<file path="src/rtl/nmea_coordinate_to_degrees_e7_macros.svh">
// ----------------------------------------------------------------------------
// NMEA coordinate converter assertion macros
// Shared concurrent assertion helpers, clocked on clk_i and quiet in reset.
// ----------------------------------------------------------------------------
`ifndef NMEA_COORDINATE_TO_DEGREES_E7_MACROS_SVH
`define NMEA_COORDINATE_TO_DEGREES_E7_MACROS_SVH

// The consequent must hold in the same cycle as the antecedent.
`define NMEACD_ASSERT_IMPL(lbl, ante, cons, msg) \
  lbl: assert property (@(posedge clk_i) disable iff (!rst_ni) (ante) |-> (cons)) \
    else $error(msg);

// The consequent must hold in the cycle after the antecedent.
`define NMEACD_ASSERT_NEXT(lbl, ante, cons, msg) \
  lbl: assert property (@(posedge clk_i) disable iff (!rst_ni) (ante) |=> (cons)) \
    else $error(msg);

`endif

</file>
<file path="src/rtl/nmeacd_pkg.sv">
// ----------------------------------------------------------------------------
// NMEA coordinate converter package
// Types, character codes and width helpers shared by the controller and the
// datapath of the ddmm.mmmm to degrees-times-1e7 converter.
// ----------------------------------------------------------------------------
package nmeacd_pkg;

  // Default digit limits.
  localparam int unsigned MAX_FRAC_DIGITS_DEF = 7;
  localparam int unsigned MAX_INT_DIGITS_DEF  = 5;

  // Output scale and the widths tied to it.
  localparam longint unsigned E7     = 64'd10000000;
  localparam int unsigned     E7_W   = 24;
  localparam int unsigned     FQ_W   = 25;  // bits of the rounded minutes quotient
  localparam int unsigned     MULC_W = 25;  // bits of the constant 2 * 1e7
  localparam logic [MULC_W-1:0] TWO_E7 = MULC_W'(2 * E7);

  // Character codes.
  localparam logic [7:0] CH_TAB   = 8'h09;
  localparam logic [7:0] CH_CR    = 8'h0D;
  localparam logic [7:0] CH_SPACE = 8'h20;
  localparam logic [7:0] CH_PLUS  = 8'h2B;
  localparam logic [7:0] CH_MINUS = 8'h2D;
  localparam logic [7:0] CH_DOT   = 8'h2E;
  localparam logic [7:0] CH_ZERO  = 8'h30;
  localparam logic [7:0] CH_NINE  = 8'h39;
  localparam logic [7:0] CH_E     = 8'h45;
  localparam logic [7:0] CH_N     = 8'h4E;
  localparam logic [7:0] CH_S     = 8'h53;
  localparam logic [7:0] CH_W     = 8'h57;

  typedef enum logic [1:0] {
    PH_LEAD,
    PH_INT,
    PH_FRAC,
    PH_DONE
  } phase_e;

  typedef enum logic [2:0] {
    ST_IDLE,
    ST_DIV1,
    ST_MUL,
    ST_DIV2,
    ST_SUM
  } state_e;

  // Controller to datapath commands.
  typedef struct packed {
    logic take_char;
    logic end_field;
    logic div_step;
    logic start_mul;
    logic mul_step;
    logic start_div2;
    logic write_out;
  } cmd_t;

  // Datapath to controller status.
  typedef struct packed {
    logic field_ok;
    logic out_free;
  } sts_t;

  // Power of ten for elaboration-time width math.
  function automatic longint unsigned pow10_c(input int unsigned k);
    longint unsigned p;
    p = 1;
    for (int unsigned i = 0; i < k; i++) begin
      p = p * 10;
    end
    return p;
  endfunction

  function automatic int unsigned max3(input int unsigned a, input int unsigned b,
                                       input int unsigned c);
    int unsigned m;
    m = (a > b) ? a : b;
    return (m > c) ? m : c;
  endfunction

  // Mantissa holds up to int + frac decimal digits.
  function automatic int unsigned mant_w(input int unsigned i, input int unsigned f);
    return $clog2(pow10_c(i + f));
  endfunction

  // Largest divisor is 2 * 60 * 10^f.
  function automatic int unsigned dvs_w(input int unsigned f);
    return $clog2(120 * pow10_c(f) + 1);
  endfunction

  // Whole degrees stay below 10^(i-2).
  function automatic int unsigned deg_w(input int unsigned i);
    return $clog2(pow10_c(i - 2));
  endfunction

  // Dividend register covers the mantissa and 2 * minutes * 1e7 + 60 * 10^f.
  function automatic int unsigned num_w(input int unsigned i, input int unsigned f);
    int unsigned w2;
    w2 = $clog2(2 * E7 * 100 * pow10_c(f) + 60 * pow10_c(f));
    return (mant_w(i, f) > w2) ? mant_w(i, f) : w2;
  endfunction

  function automatic int unsigned cnt_w(input int unsigned i);
    return $clog2(max3(deg_w(i), FQ_W, MULC_W) + 1);
  endfunction

  // Power of ten selected by the kept fraction digit count.
  function automatic logic [63:0] pow10_rt(input logic [3:0] k);
    logic [63:0] p;
    case (k)
      4'd0:    p = 64'd1;
      4'd1:    p = 64'd10;
      4'd2:    p = 64'd100;
      4'd3:    p = 64'd1000;
      4'd4:    p = 64'd10000;
      4'd5:    p = 64'd100000;
      4'd6:    p = 64'd1000000;
      4'd7:    p = 64'd10000000;
      4'd8:    p = 64'd100000000;
      4'd9:    p = 64'd1000000000;
      default: p = 64'd1;
    endcase
    return p;
  endfunction

endpackage

</file>
<file path="src/rtl/nmeacd_ctrl.sv">
// ----------------------------------------------------------------------------
// NMEA coordinate converter controller
// Sequences character intake, the two divisions and the shift-add multiply,
// and hands the finished result to the output register.
// ----------------------------------------------------------------------------
`include "nmea_coordinate_to_degrees_e7_macros.svh"

module nmeacd_ctrl #(
  parameter int unsigned MAX_INT_DIGITS = nmeacd_pkg::MAX_INT_DIGITS_DEF
) (
  input  logic              clk_i,
  input  logic              rst_ni,
  input  logic              in_valid_i,
  input  logic              action_i,
  output logic              in_stall_o,
  input  nmeacd_pkg::sts_t  sts_i,
  output nmeacd_pkg::cmd_t  cmd_o
);

  localparam int unsigned DEG_W = nmeacd_pkg::deg_w(MAX_INT_DIGITS);
  localparam int unsigned CNT_W = nmeacd_pkg::cnt_w(MAX_INT_DIGITS);

  nmeacd_pkg::state_e state_q, state_d;
  logic [CNT_W-1:0]   cnt_q, cnt_d;

  // State and step counter registers.
  always_ff @(posedge clk_i or negedge rst_ni) begin
    if (!rst_ni) begin
      state_q <= nmeacd_pkg::ST_IDLE;
      cnt_q   <= '0;
    end else begin
      state_q <= state_d;
      cnt_q   <= cnt_d;
    end
  end

  // Next state and commands.
  always_comb begin
    state_d    = state_q;
    cnt_d      = cnt_q;
    cmd_o      = '0;
    in_stall_o = 1'b1;
    case (state_q)
      nmeacd_pkg::ST_IDLE: begin
        in_stall_o = 1'b0;
        if (in_valid_i) begin
          if (!action_i) begin
            cmd_o.take_char = 1'b1;
          end else begin
            cmd_o.end_field = 1'b1;
            if (sts_i.field_ok) begin
              state_d = nmeacd_pkg::ST_DIV1;
              cnt_d   = CNT_W'(DEG_W);
            end else begin
              state_d = nmeacd_pkg::ST_SUM;
            end
          end
        end
      end
      nmeacd_pkg::ST_DIV1: begin
        if (cnt_q != '0) begin
          cmd_o.div_step = 1'b1;
          cnt_d          = cnt_q - CNT_W'(1);
        end else begin
          cmd_o.start_mul = 1'b1;
          cnt_d           = CNT_W'(nmeacd_pkg::MULC_W);
          state_d         = nmeacd_pkg::ST_MUL;
        end
      end
      nmeacd_pkg::ST_MUL: begin
        if (cnt_q != '0) begin
          cmd_o.mul_step = 1'b1;
          cnt_d          = cnt_q - CNT_W'(1);
        end else begin
          cmd_o.start_div2 = 1'b1;
          cnt_d            = CNT_W'(nmeacd_pkg::FQ_W);
          state_d          = nmeacd_pkg::ST_DIV2;
        end
      end
      nmeacd_pkg::ST_DIV2: begin
        if (cnt_q != '0) begin
          cmd_o.div_step = 1'b1;
          cnt_d          = cnt_q - CNT_W'(1);
        end else begin
          state_d = nmeacd_pkg::ST_SUM;
        end
      end
      nmeacd_pkg::ST_SUM: begin
        if (sts_i.out_free) begin
          cmd_o.write_out = 1'b1;
          state_d         = nmeacd_pkg::ST_IDLE;
        end
      end
      default: begin
        state_d = nmeacd_pkg::ST_IDLE;
      end
    endcase
  end

  // A result is only written into a free output register.
  `NMEACD_ASSERT_IMPL(a_write_needs_free, cmd_o.write_out, sts_i.out_free, "result written over a pending one")
  // A well-formed field always starts the degree division.
  `NMEACD_ASSERT_NEXT(a_good_field_divides, cmd_o.end_field && sts_i.field_ok, state_q == nmeacd_pkg::ST_DIV1, "valid field did not start division")
  // The multiply never runs more steps than the constant has bits.
  `NMEACD_ASSERT_IMPL(a_mul_count_bound, state_q == nmeacd_pkg::ST_MUL, cnt_q <= CNT_W'(nmeacd_pkg::MULC_W), "multiply step count out of range")

endmodule

</file>
<file path="src/rtl/nmeacd_dp.sv">
// ----------------------------------------------------------------------------
// NMEA coordinate converter datapath
// Character parser, shared restoring divider, shift-add multiplier by 2e7,
// and the rounding, saturating output register.
// ----------------------------------------------------------------------------
`include "nmea_coordinate_to_degrees_e7_macros.svh"

module nmeacd_dp #(
  parameter int unsigned MAX_FRAC_DIGITS = nmeacd_pkg::MAX_FRAC_DIGITS_DEF,
  parameter int unsigned MAX_INT_DIGITS  = nmeacd_pkg::MAX_INT_DIGITS_DEF
) (
  input  logic                clk_i,
  input  logic                rst_ni,
  input  nmeacd_pkg::cmd_t    cmd_i,
  output nmeacd_pkg::sts_t    sts_o,
  input  logic [7:0]          ch_i,
  input  logic                out_stall_i,
  output logic                out_valid_o,
  output logic                ok_o,
  output logic signed [31:0]  coord_e7_o
);

  localparam int unsigned MANT_W = nmeacd_pkg::mant_w(MAX_INT_DIGITS, MAX_FRAC_DIGITS);
  localparam int unsigned DVS_W  = nmeacd_pkg::dvs_w(MAX_FRAC_DIGITS);
  localparam int unsigned DEG_W  = nmeacd_pkg::deg_w(MAX_INT_DIGITS);
  localparam int unsigned NUM_W  = nmeacd_pkg::num_w(MAX_INT_DIGITS, MAX_FRAC_DIGITS);
  localparam int unsigned Q_W    = (DEG_W > nmeacd_pkg::FQ_W) ? DEG_W : nmeacd_pkg::FQ_W;
  localparam int unsigned PROD_W = DEG_W + nmeacd_pkg::E7_W;
  localparam int unsigned MAG_W  = PROD_W + 1;
  localparam int unsigned SAT_W  = (MAG_W > 33) ? MAG_W : 33;
  localparam int unsigned IC_W   = $clog2(MAX_INT_DIGITS + 1);
  localparam int unsigned FC_W   = $clog2(MAX_FRAC_DIGITS + 1);

  // Parser state.
  logic [MANT_W-1:0]  mant_q, mant_d;
  logic [IC_W-1:0]    icnt_q, icnt_d;
  logic [FC_W-1:0]    fcnt_q, fcnt_d;
  nmeacd_pkg::phase_e phase_q, phase_d;
  logic               neg_q, neg_d;
  logic               ovf_q, ovf_d;

  // Arithmetic state.
  logic                   ok_q, hneg_q;
  logic [NUM_W-1:0]       num_q, num_d;
  logic [DVS_W-1:0]       rem_q, rem_d;
  logic [DVS_W-1:0]       dvs_q, dvs_d;
  logic [Q_W-1:0]         quo_q, quo_d;
  logic [NUM_W-1:0]       mcand_q, mcand_d;
  logic [NUM_W-1:0]       acc_q, acc_d;
  logic [nmeacd_pkg::MULC_W-1:0] mulc_q, mulc_d;
  logic [PROD_W-1:0]      prod_q, prod_d;

  // Output register.
  logic               out_valid_q;
  logic               out_ok_q;
  logic signed [31:0] out_coord_q;

  // Character classification.
  logic              is_digit, is_space, is_sign, mant_zero, hemi_ok, hemi_neg;
  logic [3:0]        digit;
  logic [MANT_W-1:0] mant_x10;
  logic              int_path;

  assign is_digit  = (ch_i >= nmeacd_pkg::CH_ZERO) && (ch_i <= nmeacd_pkg::CH_NINE);
  assign is_space  = (ch_i == nmeacd_pkg::CH_SPACE) ||
                     ((ch_i >= nmeacd_pkg::CH_TAB) && (ch_i <= nmeacd_pkg::CH_CR));
  assign is_sign   = (ch_i == nmeacd_pkg::CH_PLUS) || (ch_i == nmeacd_pkg::CH_MINUS);
  assign digit     = ch_i[3:0];
  assign mant_zero = (mant_q == '0);
  assign mant_x10  = (mant_q << 3) + (mant_q << 1) + MANT_W'(digit);
  assign hemi_neg  = (ch_i == nmeacd_pkg::CH_S) || (ch_i == nmeacd_pkg::CH_W);
  assign hemi_ok   = hemi_neg || (ch_i == nmeacd_pkg::CH_N) || (ch_i == nmeacd_pkg::CH_E);

  assign sts_o.field_ok = !neg_q && !ovf_q && !mant_zero && hemi_ok;
  assign sts_o.out_free = !out_valid_q || !out_stall_i;

  // Parser next state: skip leading blanks, take one sign, then digits.
  always_comb begin
    mant_d   = mant_q;
    icnt_d   = icnt_q;
    fcnt_d   = fcnt_q;
    phase_d  = phase_q;
    neg_d    = neg_q;
    ovf_d    = ovf_q;
    int_path = 1'b0;
    if (cmd_i.write_out) begin
      mant_d  = '0;
      icnt_d  = '0;
      fcnt_d  = '0;
      phase_d = nmeacd_pkg::PH_LEAD;
      neg_d   = 1'b0;
      ovf_d   = 1'b0;
    end else if (cmd_i.take_char) begin
      case (phase_q)
        nmeacd_pkg::PH_LEAD: begin
          if (is_sign) begin
            neg_d   = neg_q || (ch_i == nmeacd_pkg::CH_MINUS);
            phase_d = nmeacd_pkg::PH_INT;
          end else if (!is_space) begin
            phase_d  = nmeacd_pkg::PH_INT;
            int_path = 1'b1;
          end
        end
        nmeacd_pkg::PH_INT: begin
          int_path = 1'b1;
        end
        nmeacd_pkg::PH_FRAC: begin
          if (is_digit) begin
            if (fcnt_q < FC_W'(MAX_FRAC_DIGITS)) begin
              mant_d = mant_x10;
              fcnt_d = fcnt_q + FC_W'(1);
            end
          end else begin
            phase_d = nmeacd_pkg::PH_DONE;
          end
        end
        default: begin
        end
      endcase
      // Integer part: leading zeros are not counted.
      if (int_path) begin
        if (is_digit) begin
          if (!(mant_zero && (digit == 4'd0))) begin
            if (icnt_q < IC_W'(MAX_INT_DIGITS)) begin
              mant_d = mant_x10;
              icnt_d = icnt_q + IC_W'(1);
            end else begin
              ovf_d = 1'b1;
            end
          end
        end else if (ch_i == nmeacd_pkg::CH_DOT) begin
          phase_d = nmeacd_pkg::PH_FRAC;
        end else begin
          phase_d = nmeacd_pkg::PH_DONE;
        end
      end
    end
  end

  always_ff @(posedge clk_i or negedge rst_ni) begin
    if (!rst_ni) begin
      mant_q  <= '0;
      icnt_q  <= '0;
      fcnt_q  <= '0;
      phase_q <= nmeacd_pkg::PH_LEAD;
      neg_q   <= 1'b0;
      ovf_q   <= 1'b0;
    end else begin
      mant_q  <= mant_d;
      icnt_q  <= icnt_d;
      fcnt_q  <= fcnt_d;
      phase_q <= phase_d;
      neg_q   <= neg_d;
      ovf_q   <= ovf_d;
    end
  end

  // Divider, multiplier and scale selection.
  logic [3:0]       fsel;
  logic [NUM_W-1:0] n1;
  logic [DVS_W:0]   trial;
  logic             ge;

  assign fsel  = 4'(fcnt_q);
  assign n1    = NUM_W'(mant_q);
  assign trial = {rem_q, num_q[NUM_W-1]};
  assign ge    = (trial >= {1'b0, dvs_q});

  always_comb begin
    num_d   = num_q;
    rem_d   = rem_q;
    dvs_d   = dvs_q;
    quo_d   = quo_q;
    mcand_d = mcand_q;
    acc_d   = acc_q;
    mulc_d  = mulc_q;
    prod_d  = prod_q;
    if (cmd_i.end_field) begin
      // Degrees = mantissa / (100 * 10^f); quotient fits DEG_W bits.
      rem_d = DVS_W'(n1 >> DEG_W);
      num_d = n1 << (NUM_W - DEG_W);
      dvs_d = DVS_W'(nmeacd_pkg::pow10_rt(fsel) * 64'd100);
      quo_d = '0;
    end else if (cmd_i.div_step) begin
      rem_d = ge ? DVS_W'(trial - {1'b0, dvs_q}) : trial[DVS_W-1:0];
      quo_d = {quo_q[Q_W-2:0], ge};
      num_d = num_q << 1;
    end else if (cmd_i.start_mul) begin
      // Whole degrees times 1e7; minutes remainder feeds the multiplier.
      prod_d  = PROD_W'(quo_q[DEG_W-1:0]) * PROD_W'(nmeacd_pkg::E7);
      mcand_d = NUM_W'(rem_q);
      acc_d   = NUM_W'(nmeacd_pkg::pow10_rt(fsel) * 64'd60);
      mulc_d  = nmeacd_pkg::TWO_E7;
    end else if (cmd_i.mul_step) begin
      if (mulc_q[0]) begin
        acc_d = acc_q + mcand_q;
      end
      mcand_d = mcand_q << 1;
      mulc_d  = mulc_q >> 1;
    end else if (cmd_i.start_div2) begin
      // Rounded minutes fraction = (2*min*1e7 + 60*10^f) / (120*10^f).
      rem_d = DVS_W'(acc_q >> nmeacd_pkg::FQ_W);
      num_d = acc_q << (NUM_W - nmeacd_pkg::FQ_W);
      dvs_d = DVS_W'(nmeacd_pkg::pow10_rt(fsel) * 64'd120);
      quo_d = '0;
    end
  end

  always_ff @(posedge clk_i) begin
    num_q   <= num_d;
    rem_q   <= rem_d;
    dvs_q   <= dvs_d;
    quo_q   <= quo_d;
    mcand_q <= mcand_d;
    acc_q   <= acc_d;
    mulc_q  <= mulc_d;
    prod_q  <= prod_d;
    if (cmd_i.end_field) begin
      ok_q   <= sts_o.field_ok;
      hneg_q <= hemi_neg;
    end
  end

  // Final sum, saturation and sign.
  logic [MAG_W-1:0] mag;
  logic [SAT_W-1:0] magx, lim, satv;
  logic [31:0]      sat32;

  assign mag   = MAG_W'(prod_q) + MAG_W'(quo_q[nmeacd_pkg::FQ_W-1:0]);
  assign magx  = SAT_W'(mag);
  assign lim   = hneg_q ? SAT_W'(64'h8000_0000) : SAT_W'(64'h7FFF_FFFF);
  assign satv  = (magx > lim) ? lim : magx;
  assign sat32 = satv[31:0];

  always_ff @(posedge clk_i or negedge rst_ni) begin
    if (!rst_ni) begin
      out_valid_q <= 1'b0;
    end else if (cmd_i.write_out) begin
      out_valid_q <= 1'b1;
    end else if (!out_stall_i) begin
      out_valid_q <= 1'b0;
    end
  end

  always_ff @(posedge clk_i) begin
    if (cmd_i.write_out) begin
      out_ok_q <= ok_q;
      if (!ok_q) begin
        out_coord_q <= 32'sd0;
      end else if (hneg_q) begin
        out_coord_q <= $signed(32'd0 - sat32);
      end else begin
        out_coord_q <= $signed(sat32);
      end
    end
  end

  assign out_valid_o = out_valid_q;
  assign ok_o        = out_ok_q;
  assign coord_e7_o  = out_coord_q;

  // A rejected field reports a zero coordinate.
  `NMEACD_ASSERT_IMPL(a_reject_is_zero, out_valid_q && !out_ok_q, out_coord_q == 32'sd0, "rejected field with nonzero coordinate")
  // Taking a character never shrinks the mantissa.
  `NMEACD_ASSERT_NEXT(a_mant_grows, cmd_i.take_char, mant_q >= $past(mant_q), "mantissa decreased on a character")

endmodule

</file>
<file path="src/rtl/nmea_coordinate_to_degrees_e7.sv">
// ----------------------------------------------------------------------------
// NMEA ddmm.mmmm coordinate to signed degrees times 1e7
// A value character is taken while the controller is idle; a valid hemisphere
// character starts the conversion, which runs the bit-serial divider twice and
// the 25-step shift-add multiply by 2e7. A rejected field skips the arithmetic.
// Input is stalled until the result enters a free output register. Reset clears
// the parser.
// ----------------------------------------------------------------------------
module nmea_coordinate_to_degrees_e7 #(
  parameter int unsigned MAX_FRAC_DIGITS = nmeacd_pkg::MAX_FRAC_DIGITS_DEF,
  parameter int unsigned MAX_INT_DIGITS  = nmeacd_pkg::MAX_INT_DIGITS_DEF
) (
  input  logic               clk_i,
  input  logic               rst_ni,
  input  logic               in_valid_i,
  output logic               in_stall_o,
  input  logic               action_i,
  input  logic [7:0]         ch_i,
  output logic               out_valid_o,
  input  logic               out_stall_i,
  output logic               ok_o,
  output logic signed [31:0] coord_e7_o
);

  nmeacd_pkg::cmd_t cmd;
  nmeacd_pkg::sts_t sts;

  // Sequencer for intake and conversion.
  nmeacd_ctrl #(
    .MAX_INT_DIGITS (MAX_INT_DIGITS)
  ) u_ctrl (
    .clk_i      (clk_i),
    .rst_ni     (rst_ni),
    .in_valid_i (in_valid_i),
    .action_i   (action_i),
    .in_stall_o (in_stall_o),
    .sts_i      (sts),
    .cmd_o      (cmd)
  );

  // Parser, arithmetic and output register.
  nmeacd_dp #(
    .MAX_FRAC_DIGITS (MAX_FRAC_DIGITS),
    .MAX_INT_DIGITS  (MAX_INT_DIGITS)
  ) u_dp (
    .clk_i       (clk_i),
    .rst_ni      (rst_ni),
    .cmd_i       (cmd),
    .sts_o       (sts),
    .ch_i        (ch_i),
    .out_stall_i (out_stall_i),
    .out_valid_o (out_valid_o),
    .ok_o        (ok_o),
    .coord_e7_o  (coord_e7_o)
  );

endmodule

</file>
<file path="config.mk">
export PLATFORM = sky130hd
export DESIGN_NAME = nmea_coordinate_to_degrees_e7
export DESIGN_NICKNAME = d
export VERILOG_FILES = /design/src/rtl/nmeacd_pkg.sv /design/src/rtl/nmeacd_ctrl.sv /design/src/rtl/nmeacd_dp.sv /design/src/rtl/nmea_coordinate_to_degrees_e7.sv
export VERILOG_INCLUDE_DIRS = /design/src /design/src/rtl
export SDC_FILE = /design/constraint.sdc
export NUM_CORES = 1
export LEC_CHECK = 0
export BUFFER_PORTS_ARGS = -buffer_cell sky130_fd_sc_hd__buf_2
export CORE_ASPECT_RATIO = 0.8
export CORE_UTILIZATION = 30
export DETAILED_ROUTE_END_ITERATION = 7
export PLACE_DENSITY = 0.42
export SETUP_SLACK_MARGIN = 0.05
export SYNTH_ARGS = -nofsm -noshare
export SYNTH_HDL_FRONTEND = slang
export SYNTH_SLANG_ARGS = --single-unit
</file>
<file path="constraint.sdc">
create_clock -name clk_i -period 15.16 [get_ports clk_i]
set_input_delay 3.032 -clock clk_i [delete_from_list [all_inputs] [get_ports clk_i]]
set_output_delay 3.032 -clock clk_i [all_outputs]
set_load 0.05 [all_outputs]
</file>
== After elaboration in Yosys (flattened, before gate mapping) ==
Memory sizes are Yosys's and may differ from the RTL's.
Cells that the tools add are included.
Word-level totals
  bits in registers: 395
  latch bits: 0
  bits in writable memories: 0
  bits in read-only memories: 1440
  output and inout port bits: 35
  memories kept: 3
Memories
  (name not given): depth 16, bits a word 30, rd ports 1, clocked after Yosys merged registers in 0, write ports 0, RTL line nmeacd_pkg.sv:111  | case (k)
  (name not given): depth 16, bits a word 30, rd ports 1, clocked after Yosys merged registers in 0, write ports 0, RTL line nmeacd_pkg.sv:111
  (name not given): depth 16, bits a word 30, rd ports 1, clocked after Yosys merged registers in 0, write ports 0, RTL line nmeacd_pkg.sv:111
Operators by class
  add/sub/neg operators: 9
  multipliers: 4
  divide/modulo/power cells: 0
  $lt $le $gt $ge: 8
  equal/unequal tests: 32
  shifts and indexed selects: 0
  mux-type cells: 110
  bitwise gates (word level): 2
  reduce and logical (&&, ||, !) cells: 51
Operators with widths (count)
  $mux 64: 9
  $mux 55: 9
  $mux 40: 9
  $mux 31: 11
  $mux 25: 5
  $mux 32: 3
  $mul 64x4->28 const B: 1
  $mul 64x4->53 const B: 1
  $mul 64x5->29 const B: 1
  $add 55x55->55: 1
  $mux 3: 18
  $add 40x4->40: 1
  $add 40x40->40: 1
  $logic_not 40->1: 1
  $add 34x25->35: 1
  $gt 35x32->1: 1
  $eq 8x6->1 const B: 4
  $eq 8x7->1 const B: 4
  $ge 32x31->1: 1
  $sub 1x32->32 const A: 1
  $sub 31x31->31: 1
  $mux 30: 1
  $mul 10x17->27 const B: 1
  $mux 1: 26
  36 further kinds: 104

== Depth between registers and ports, before layout ==
  word-level depth: 14
  gate-level depth with buffers: 28
  depth with buffers taken out: 28

== Modules after synthesis ==
A second synthesis with hierarchy kept.
Unflattened totals
  cells, all modules: 3312
  area total of the unflattened synthesis: 30899.6 um^2
Modules (own cells, without submodules)
  nmeacd_dp: instances 1, cells an instance 3248, area each 30345.4 um^2, seq. area each 10084.7 um^2
  nmeacd_ctrl: instances 1, cells an instance 64, area each 554.3 um^2, seq. area each 200.2 um^2

== Worst setup path after synthesis ==
No wires, ideal clock.
  path kind: input -> register
  start point: in ch_i[3]
  end point: reg u_dp.mant_q[38]
  arrival: 5.867 ns
  required time: 15.026 ns
  slack: 9.159 ns
  cell stages on the path: 13
  path buffers: 0
  cell sequence: fa_1 ha_1 nor2b_1 o31ai_1 a21oi_1 a21bo_2 a2111oi_1 o311ai_1 a21oi_1 o21ai_1 a31oi_1 xor2_1 o21ai_0
On the way
  word-level cells in the longest chain between the ends: 11
  elaborated cells on any way between the ends: 28
  those cells by class: add/sub: 1; order compare: 4; eq/ne: 3; mux: 14; reduce/logical: 6
Ends and longest elaborated chain
  from (decl): RTL line nmea_coordinate_to_degrees_e7.sv:18  | input logic [7:0] ch_i,
  parallel branches: the longest is 8 deep, another holds $add 40x4->40
  $mux 40 (*): RTL line nmeacd_dp.sv:121  | if (int_path) begin
  $mux 40 (*): RTL line nmeacd_dp.sv:93  | end else if (cmd_i.take_char) begin
  $mux 40 (*): RTL line nmeacd_dp.sv:86  | if (cmd_i.write_out) begin
  to (signal assigned): RTL line nmeacd_dp.sv:149  | mant_q <= mant_d;
  to (decl): RTL line nmeacd_dp.sv:35  | logic [MANT_W-1:0] mant_q, mant_d;
Mark *: on every way between the ends. The select of a mux whose other input is x is not followed.
A chain may end at the register's enable or synchronous reset.

== Worst setup path in the final report ==
  start point: reg u_dp.quo_q[7]
  end point: reg u_dp.out_coord_q[26] (netlist: u_dp.coord_e7_o[26]), data pin
On the way
  word-level cells in the longest chain between the ends: 5
Ends and longest elaborated chain
  from (decl): RTL line nmeacd_dp.sv:47  | logic [Q_W-1:0] quo_q, quo_d;
  from (signal assigned): RTL line nmeacd_dp.sv:213  | quo_q <= quo_d;
  $add 34x25->35 (*): RTL line nmeacd_dp.sv:229  | assign mag = MAG_W'(prod_q) + MAG_W'(quo_q[nmeacd_pkg::FQ_W-1:0]);
  $gt 35x32->1: RTL line nmeacd_dp.sv:232  | assign satv = (magx > lim) ? lim : magx;
  $mux 32 (*): RTL line nmeacd_dp.sv:232
  $sub 1x32->32: RTL line nmeacd_dp.sv:251  | out_coord_q <= $signed(32'd0 - sat32);
  $mux 32 (*): RTL line nmeacd_dp.sv:250  | end else if (hneg_q) begin
  to (signal assigned): RTL line nmeacd_dp.sv:251
  to (signal assigned): RTL line nmeacd_dp.sv:253  | out_coord_q <= $signed(sat32);
  to (decl): RTL line nmeacd_dp.sv:56  | logic signed [31:0] out_coord_q;
Every way passes the cells marked *; elsewhere a longest branch is shown, timed or not.

==> flow_summary.yaml <==
outcome:
  status: "finished clean"
logic_synthesis:
  synth_compound_area_share_pct: 19.10
  yosys_register_bits: 366
  synth_mux_area_share_pct: 1.411
  ys_types: 102
  synth_edf_count: 266
  synthArstFlopShare_pct: 16.12
  synth_top_cell_area_share_pct: 25.81
  synth_xor_area_share_pct: 5.475
  ys_warn_count: 0
  synth_area_leaders: "edfxtp_1 26%, ha_1 16%, fa_1 5.1%, dfrtp_1 4.8%, o21ai_0 3.8%"
  seq_area_frac_synth_pct: 33.24
  synth_cells: 3338
  synth_area_per_cell_um2: 9.270
  yosys.area_share.simple_pct: 14.95
  netlist_top_cells_count: "394 x ha_1, 309 x nand2_1, 279 x inv_1, 266 x edfxtp_1, 238 x o21ai_0"
  yosysMostFrequentCell: "ha_1"
  synth.net_count: 3824
  syn-cell-area_mm2: 0.03094
  yosys.area.top_type: "edfxtp_1"
  synthAdderAreaFrac_pct: 21.04
  synth_top_family_by_area: "adder cells"
  synth_ff_type: "edfxtp_1"
routing:
  vias: 24256
  viasPerCell: 5.130
  drtIter0Drc: 1878
  wl_per_cell_um: 19.61
  antenna_left: 0
  dr.pass1.iters: 7
  drc: 0
  wl_um: 92720
pwr:
  p_per_area_mw_per_mm2: 70.40
  switchingPower_uw: 624.6
  p_sw_share_pct: 25.92
  power_frac_clock_pct: 45.6
  power_frac_comb_pct: 8.6
  power.total_mw: 2.409
  p_seq_share_pct: 45.9
  ir_drop_uv: 71.16
  p_leak_nw: 15.27
  p_int_mw: 1.785
setup_path:
  crit_top_cell: "ha_1"
  slowest_stage: "ha_1"
  cp_max_fo: 28
  slowest_delay_ps: 580
  worstPathArrival_ps: 7580
  cp-end-kind: "flip-flop"
  timing_worst_setup_path_type: "reg2reg"
  required_ps: 15550
  critPathLaunchType: "flip-flop"
layout:
  fin_nets: 3848
  post-route-util_pct: 33.76
  layout-drive-gt1-share_pct: 7.149
  area_delta_synth_final_pct: 10.60
  final_area_mm2: 0.03422
place:
  hpwl_um: 71910
  place_congestion: 0.8382
  numPortBuffers: 47
  dpl_cell_area_mm2: 0.03275
clock_network:
  clock_latency_ps: 600
  clk_pin_slew_ps: 60
  cts_tree: "yes"
  cts_resized: 0
  clockBufferDepth: 3
  post-cts-setup-buffers: 0
  h-tree-depth: 2
  cts_buffers: 45
  cts-root-buf: "clkbuf_16"
  cts_hold_buf: 0
  clock-sinks: 366
sta:
  finalSetupTns_ps: 0
  period_share_pct: 47.40
  rsz0062_at_grt: "false"
  worst-slew-pin-transition_ps: 1114
  hold_ws_ps: 468.2
  hold_violations: 0
  finClkSkew_ps: 27.53
  slew_viol_final: 0
  period_needed_ps: 7186
  max_freq_mhz: 139.2
  setup_viol_count_final: 0
  slew_headroom_pct: 25.65
floorplanning:
  die_x_um: 361.1
  initial_utilization_pct: 30.53
  num_rows: 104
  ios: 48
  die_area_mm2: 0.1044
  core_area_mm2: 0.1014
  die_h_um: 289.3
grt:
  grt_pass1_vias: 23173
  track_usage_pct: 17.75
  grt-ovfl-total: 0
  grt_pass1_wl_um: 144300
  antenna_found_initial: 6
  grt_max_degree: 81
worst_hold_path:
  hp-class: "reg2reg"
flow_run:
  maxCapViolCount: 0
[per-stage QoR]
step | worst slack [ps] | std cells
6_report | 7974 | 4728
5_1_grt | 7284 | 4728
4_1_cts | 7973 | 4724
3_5_place_dp | 8015 | 4640
3_3_place_gp | 8161 | 4640
2_1_floorplan | 9159 | 3338
[logic make-up (layout without fill, tap and decap cells)]
logic type               after synthesis  count (layout)
AO/OA/AOI/OAI                        914             914
XOR/XNOR                             190             190
adder cells (fa/ha/maj)              473             473
buffers and inverters                389             450
flip-flops                           366             366
multiplexers                          43              43
other                                  1               5
AND/OR/NAND/NOR                      962             962
[cells in the final DEF (no fill, tap or decap), types with 28 or more instances in the layout]
cell type	n
ha_1	394
nand2_1	309
inv_1	277
edfxtp_1	266
o21ai_0	238
a21oi_1	232
nor2_1	214
xnor2_1	119
nand3_1	90
fa_1	79
a21o_1	68
xor2_1	67
dfrtp_1	59
nor3_1	58
and2_1	58
clkbuf_16	47
buf_2	47
a211oi_1	46
dfxtp_1	41
nand2b_1	39
mux2i_1	38
a22oi_1	37
a31oi_1	34
buf_4	33
and3_1	28
o21a_1	28
[power by group through the flow]
stage          clock network, mW  logic [mW]  registers, mW
2_1_floorplan                  0       0.119           1.14
3_3_place_gp                   0       0.206           1.13
3_5_place_dp                   0       0.206           1.13
4_1_cts                     1.13       0.206           1.10
5_1_grt                     1.16       0.229           1.11
6_report                    1.10       0.206           1.11
[sequential cells by signal, summed over array words and instances (netlist names), 2 cells and up]
name and flops:
u_dp.num_q 25, u_dp.dvs_q 29, u_dp.prod_q 27, u_dp.quo_q 25, u_dp.fcnt_q 3, u_dp.phase_q 2
u_dp.mulc_q 25, u_ctrl.state_q 3, u_dp.rem_q 31, u_dp.icnt_q 3, u_dp.mant_q 40, u_dp.coord_e7_o 32
u_dp.acc_q 55, u_dp.mcand_q 55, u_ctrl.cnt_q 5
[layout make-up]
cell class	count	area, um^2
Timing Repair Buffer	80	483.0
Clock buffer	63	1296
Antenna cell	4	10.01
Sequential cell	366	10280
Clock inverter	21	172.7
Fill cell	10515	67140
Multi-Input combinational cell	2583	19240
Tap cell	1325	1658
Inverter	286	1075
[metal layers]
metal | vias to the layer above | routed length, um | global-route usage [%]
met5 | - | 0 | 0
met4 | 0 | 1304 | 2.947
met3 | 72 | 5290 | 2.949
met2 | 503 | 32710 | 22.44
met1 | 11498 | 53420 | 30.12
li1 | 12183 | - | -
[path summary, 6_finish.rpt]
kind	from	end	slack (ps)	cells after the start
worst max-delay path	u_dp.quo_q[7]	u_dp.coord_e7_o[26]	7970	28
worst min-delay path	u_dp.num_q[30]	u_dp.num_q[30]	470	2
worst max register to register	u_dp.quo_q[7]	u_dp.coord_e7_o[26]	7970	28
worst min register to register	u_dp.num_q[30]	u_dp.num_q[30]	470	2
max in group asynchronous	rst_ni	u_dp.mant_q[22]	11840	2
min in group asynchronous	rst_ni	u_dp.phase_q[1]	2690	2
[worst max-delay path, delay by kind of cell, from the launching register on]
family / cells / cell delay [ps]
DFF: 1 / 400
xor gates and xnor gates: 1 / 270
adders and majority gates: 4 / 1700
buffers and inverters: 1 / 290
and+or+nand+nor: 10 / 1790
AOI/OAI and AO/OA: 12 / 2510
Power figures use the tool's default switching activity.
